$ cat src/hdl/rvstep_pkg.sv
// ----------------------------------------------------------------------------
// rvstep_pkg
// Shared types and codes of the RV32I step engine: request ops and classes,
// result status codes, queue item layout, back-end sequencer states and opcodes.
// ----------------------------------------------------------------------------
package rvstep_pkg;

   localparam int unsigned SIZE_W = 13;
   localparam int unsigned ADDR_W = 12;

   typedef enum logic [1:0] {
      OP_WRITE = 2'd0,
      OP_EXEC  = 2'd1,
      OP_READ  = 2'd2,
      OP_NONE  = 2'd3
   } op_type;

   typedef enum logic [1:0] {
      CLS_WRITE,
      CLS_EXEC,
      CLS_READ,
      CLS_NOP
   } cls_type;

   typedef enum logic [2:0] {
      ST_OK          = 3'd0,
      ST_EXIT        = 3'd1,
      ST_BAD_ECALL   = 3'd2,
      ST_UNSUPPORTED = 3'd3,
      ST_NOT_RUNNING = 3'd4
   } status_type;

   typedef struct packed {
      cls_type             cls;
      logic [ADDR_W-1:0]   mem_address;
      logic [7:0]          mem_byte;
      logic [4:0]          reg_index;
   } item_type;

   typedef enum logic [2:0] {
      BS_IDLE,
      BS_READ,
      BS_DECODE,
      BS_EXEC,
      BS_LOAD
   } back_state_type;

   localparam logic [6:0] OPC_LUI    = 7'h37;
   localparam logic [6:0] OPC_AUIPC  = 7'h17;
   localparam logic [6:0] OPC_JAL    = 7'h6F;
   localparam logic [6:0] OPC_JALR   = 7'h67;
   localparam logic [6:0] OPC_BRANCH = 7'h63;
   localparam logic [6:0] OPC_LOAD   = 7'h03;
   localparam logic [6:0] OPC_STORE  = 7'h23;
   localparam logic [6:0] OPC_OPIMM  = 7'h13;
   localparam logic [6:0] OPC_OP     = 7'h33;
   localparam logic [6:0] OPC_SYSTEM = 7'h73;

   localparam logic [31:0] INS_ECALL   = 32'h0000_0073;
   localparam logic [4:0]  REG_A7      = 5'd17;
   localparam logic [31:0] EXIT_CODE   = 32'd10;
   localparam logic [31:0] JALR_MASK   = 32'hFFFF_FFFE;
   localparam logic [6:0]  F7_ZERO     = 7'h00;
   localparam logic [6:0]  F7_ALT      = 7'h20;

endpackage

$ cat src/hdl/rvstep_queue.sv
// ----------------------------------------------------------------------------
// rvstep_queue
// Two-entry request queue between the front and back parts.
// ----------------------------------------------------------------------------
module rvstep_queue (
   input  logic                 clock,
   input  logic                 reset,
   input  logic                 push,
   input  rvstep_pkg::item_type push_item,
   output logic                 full,
   input  logic                 pop,
   output logic                 not_empty,
   output rvstep_pkg::item_type head_item
);
   import rvstep_pkg::*;

   item_type   slot_ff [2];
   logic       wr_ptr_ff, wr_ptr_in;
   logic       rd_ptr_ff, rd_ptr_in;
   logic [1:0] count_ff, count_in;
   logic       do_push, do_pop;

   assign full      = (count_ff == 2'd2);
   assign not_empty = (count_ff != 2'd0);
   assign head_item = slot_ff[rd_ptr_ff];
   assign do_push   = push && !full;
   assign do_pop    = pop && not_empty;

   always_comb begin
      wr_ptr_in = wr_ptr_ff ^ do_push;
      rd_ptr_in = rd_ptr_ff ^ do_pop;
      count_in  = count_ff + 2'(do_push) - 2'(do_pop);
   end

   always_ff @(posedge clock) begin
      if (reset) begin
         wr_ptr_ff <= 1'b0;
         rd_ptr_ff <= 1'b0;
         count_ff  <= 2'd0;
      end else begin
         wr_ptr_ff <= wr_ptr_in;
         rd_ptr_ff <= rd_ptr_in;
         count_ff  <= count_in;
      end
   end

   always_ff @(posedge clock) begin
      if (do_push) begin
         slot_ff[wr_ptr_ff] <= push_item;
      end
   end

endmodule

$ cat config.mk
export PLATFORM = sky130hd
export DESIGN_NAME = rvstep_queue
export DESIGN_NICKNAME = d
export VERILOG_FILES = /design/src/hdl/rvstep_pkg.sv /design/src/hdl/rvstep_queue.sv
export SDC_FILE = /design/constraint.sdc
export NUM_CORES = 1
export LEC_CHECK = 0
export ABC_AREA = 0
export BUFFER_PORTS_ARGS = -buffer_cell sky130_fd_sc_hd__buf_2
export CAP_MARGIN = 30
export CORE_MARGIN = 2
export CORE_UTILIZATION = 25
export DETAILED_ROUTE_END_ITERATION = 6
export PLACE_DENSITY_LB_ADDON = 0.12
export SKIP_CTS_REPAIR_TIMING = 1
export SLEW_MARGIN = 30
export SYNTH_ARGS = -nofsm -noshare
export SYNTH_HDL_FRONTEND = slang
export SYNTH_SLANG_ARGS = --single-unit
$ cat constraint.sdc
create_clock -name clock -period 2.1 [get_ports clock]
set_clock_uncertainty 0.2 [all_clocks]
set_input_delay 0.42 -clock clock [delete_from_list [all_inputs] [get_ports clock]]
set_output_delay 0.42 -clock clock [all_outputs]
set_load 0.01 [all_outputs]
==> flow_metrics.tcl <==
set metrics [dict create \
    drive_above_1_share_pct 58.60 \
    crit_path_start_kind "register" \
    finalSetupTns_ns 0 \
    row_count 34 \
    synth_area_leaders "edfxtp_1, mux2_2, dfxtp_1" \
    fin_crit_ns 1.962 \
    drt-wirelength-per-cell_um 13.39 \
    syn-cell-area_um2 2186 \
    clock_latency_ns 0.32 \
    power_mw 3.171 \
    fillers 879 \
    hold_viol 0 \
    final_common_cell "buf_2" \
    gp_congestion 0.7006 \
    post-place-ws_ns 0.3756 \
    drt_iter0_markers 33 \
    routed_wl_mm 3.936 \
    drc 0 \
    grt_pass1_wl_mm 6.285 \
    status "finished, final reports clean" \
    syn_nets 142 \
    grt_max_degree 15 \
    avgSynthCellArea_um2 20.43 \
    synthDistinctLibCells 16 \
    netlist_instances 107 \
    fp.dieW_um 97.51 \
    tightest_slew_ns 0.2054 \
    drv_cap 0 \
    vias_per_cell 3.942 \
    overflow 0 \
    io_pins 60 \
    fin_crit_sh_pct 93.44 \
    register_area_um2 1703 \
    finalSetupViolations 0 \
    hold_class "in -> reg" \
    h-tree-depth 3 \
    first_pass_iters 2 \
    p_per_area_nw_per_um2 1130 \
    rsz0062_at_grt "no" \
    synthToLayoutAreaGrowth_pct 28.39 \
    antenna_cells 0 \
    synth_top_area_cell "edfxtp_1" \
    worst_slack_ns 0.1377 \
    die-area_um2 9507 \
    worstSetupEndpointType "output port" \
    relSlewSlack_pct 86.31 \
    required_ns 1.48 \
    clk_pin_slew_ns 0.07 \
    first_global_vias 1292 \
    most-common-layout-cells "buf_2, edfxtp_1, mux2_2" \
    max-vdd-ir-drop_mv 0.3390 \
    worstPathArrival_ns 1.34 \
    max_freq_ghz 0.5096 \
    cts.sinks 58 \
    multi_input_comb_area_um2 441.7 \
    core_area_um2 8593 \
    crit_type "reg -> out" \
    cts.path.max_buffers 2 \
    synth_seq_cells 58 \
    numCtsBuffers 9 \
    antenna_found_initial 0 \
    cts_tree "yes" \
    io_buffers 59 \
    vias 1159 \
    ant_nets 0 \
    layout.nets 216 \
    leakage_nw 1.077 \
    worstPathMaxFanout 8 \
    start_util_pct 25.44 \
    synth_top_area_share_pct 74.18 \
    yosysSeqAreaShare_pct 77.85 \
    grt.total_usage_pct 8.670 \
    cts_root_buf "clkbuf_8" \
    die_h_um 97.51 \
    synth_warnings 0 \
    drv_slew 0 \
    dp_hpwl_mm 2.766 \
]
## through the flow
| stage | std cells | instance area, µm² | hold WS (ns) | utilization (%) |
|---|---|---|---|---|
| floorplan | 107 | 2186 | 0.2867 | - |
| finish | 294 | 2806 | 0.08057 | 32.66 |
| CTS | 294 | 2798 | 0.06338 | 32.56 |
| global placement | 278 | 2638 | 0.3543 | 30.69 |
| global route | 294 | 2806 | 0.05274 | 32.66 |
| detailed placement | 278 | 2638 | 0.3814 | 30.69 |
## logic make-up (layout without fill, tap and decap cells)
| kind of cell | after synthesis | count (layout) | synth area share, % |
|---|---|---|---|
| multiplexers | 28 | 28 | 14.42 |
| AO/OA/AOI/OAI | 1 | 1 | 0.3436 |
| adder cells (fa/ha/maj) | 4 | 4 | 2.290 |
| XOR/XNOR | 1 | 1 | 1.030 |
| flip-flops | 58 | 58 | 77.85 |
| buffers and inverters | 6 | 85 | 1.946 |
| AND/OR/NAND/NOR | 9 | 9 | 2.118 |
## worst max-delay path, stage by stage, from the launching register on
cell and delay (ns):
dfxtp_2 0.36, buf_4 0.18, mux2_2 0.35, buf_2 0.14
## where the power goes
group | switching [mW] | leakage [nW] | internal, mW | total, mW
combinational | 0.406 | 0.462 | 0.415 | 0.822
sequential | 0.0502 | 0.538 | 1.47 | 1.52
clock | 0.420 | 0.0775 | 0.410 | 0.830
## layer usage
metal,GRT usage [%],vias up,routed length [µm]
met5,0,-,0
met4,2.564,0,27
met1,9.222,554,1612
li1,-,555,-
met2,14.69,47,1958
met3,4.892,3,337
## path summary, 6_finish.rpt
path,cells after the start,slack (ns),from,endpoint
worst max register to register,4,0.45,count_ff[0],slot_ff[0][7]
worst max-delay path,3,0.14,rd_ptr_ff,head_item[12]
worst min-delay path,1,0.08,push_item[11],slot_ff[1][11]
worst min register to register,3,0.38,wr_ptr_ff,wr_ptr_ff
## cell usage after synthesis
library cell,count
buf_2,1
nor2b_1,2
ha_1,4
xnor3_1,1
and2_1,1
inv_1,3
dfxtp_1,4
nand2_1,1
edfxtp_1,54
o21a_1,1
buf_6,1
or2_2,1
nor2_1,3
nand2b_1,1
buf_8,1
mux2_2,28
## layout make-up
type | instances | area share, %
flip-flops and latches | 58 | 60.68
multi-input cells | 43 | 15.74
repair buffers | 66 | 12.66
well taps | 108 | 4.815
clock buffers | 9 | 4.414
clock inverters | 7 | 1.293
inverters | 3 | 0.4012
## registers in the layout, summed over array words and instances, names as in the netlist
name,count
rd_ptr_ff,1
count_ff,2
slot_ff,54
wr_ptr_ff,1
(Power assumes the default switching activity.)
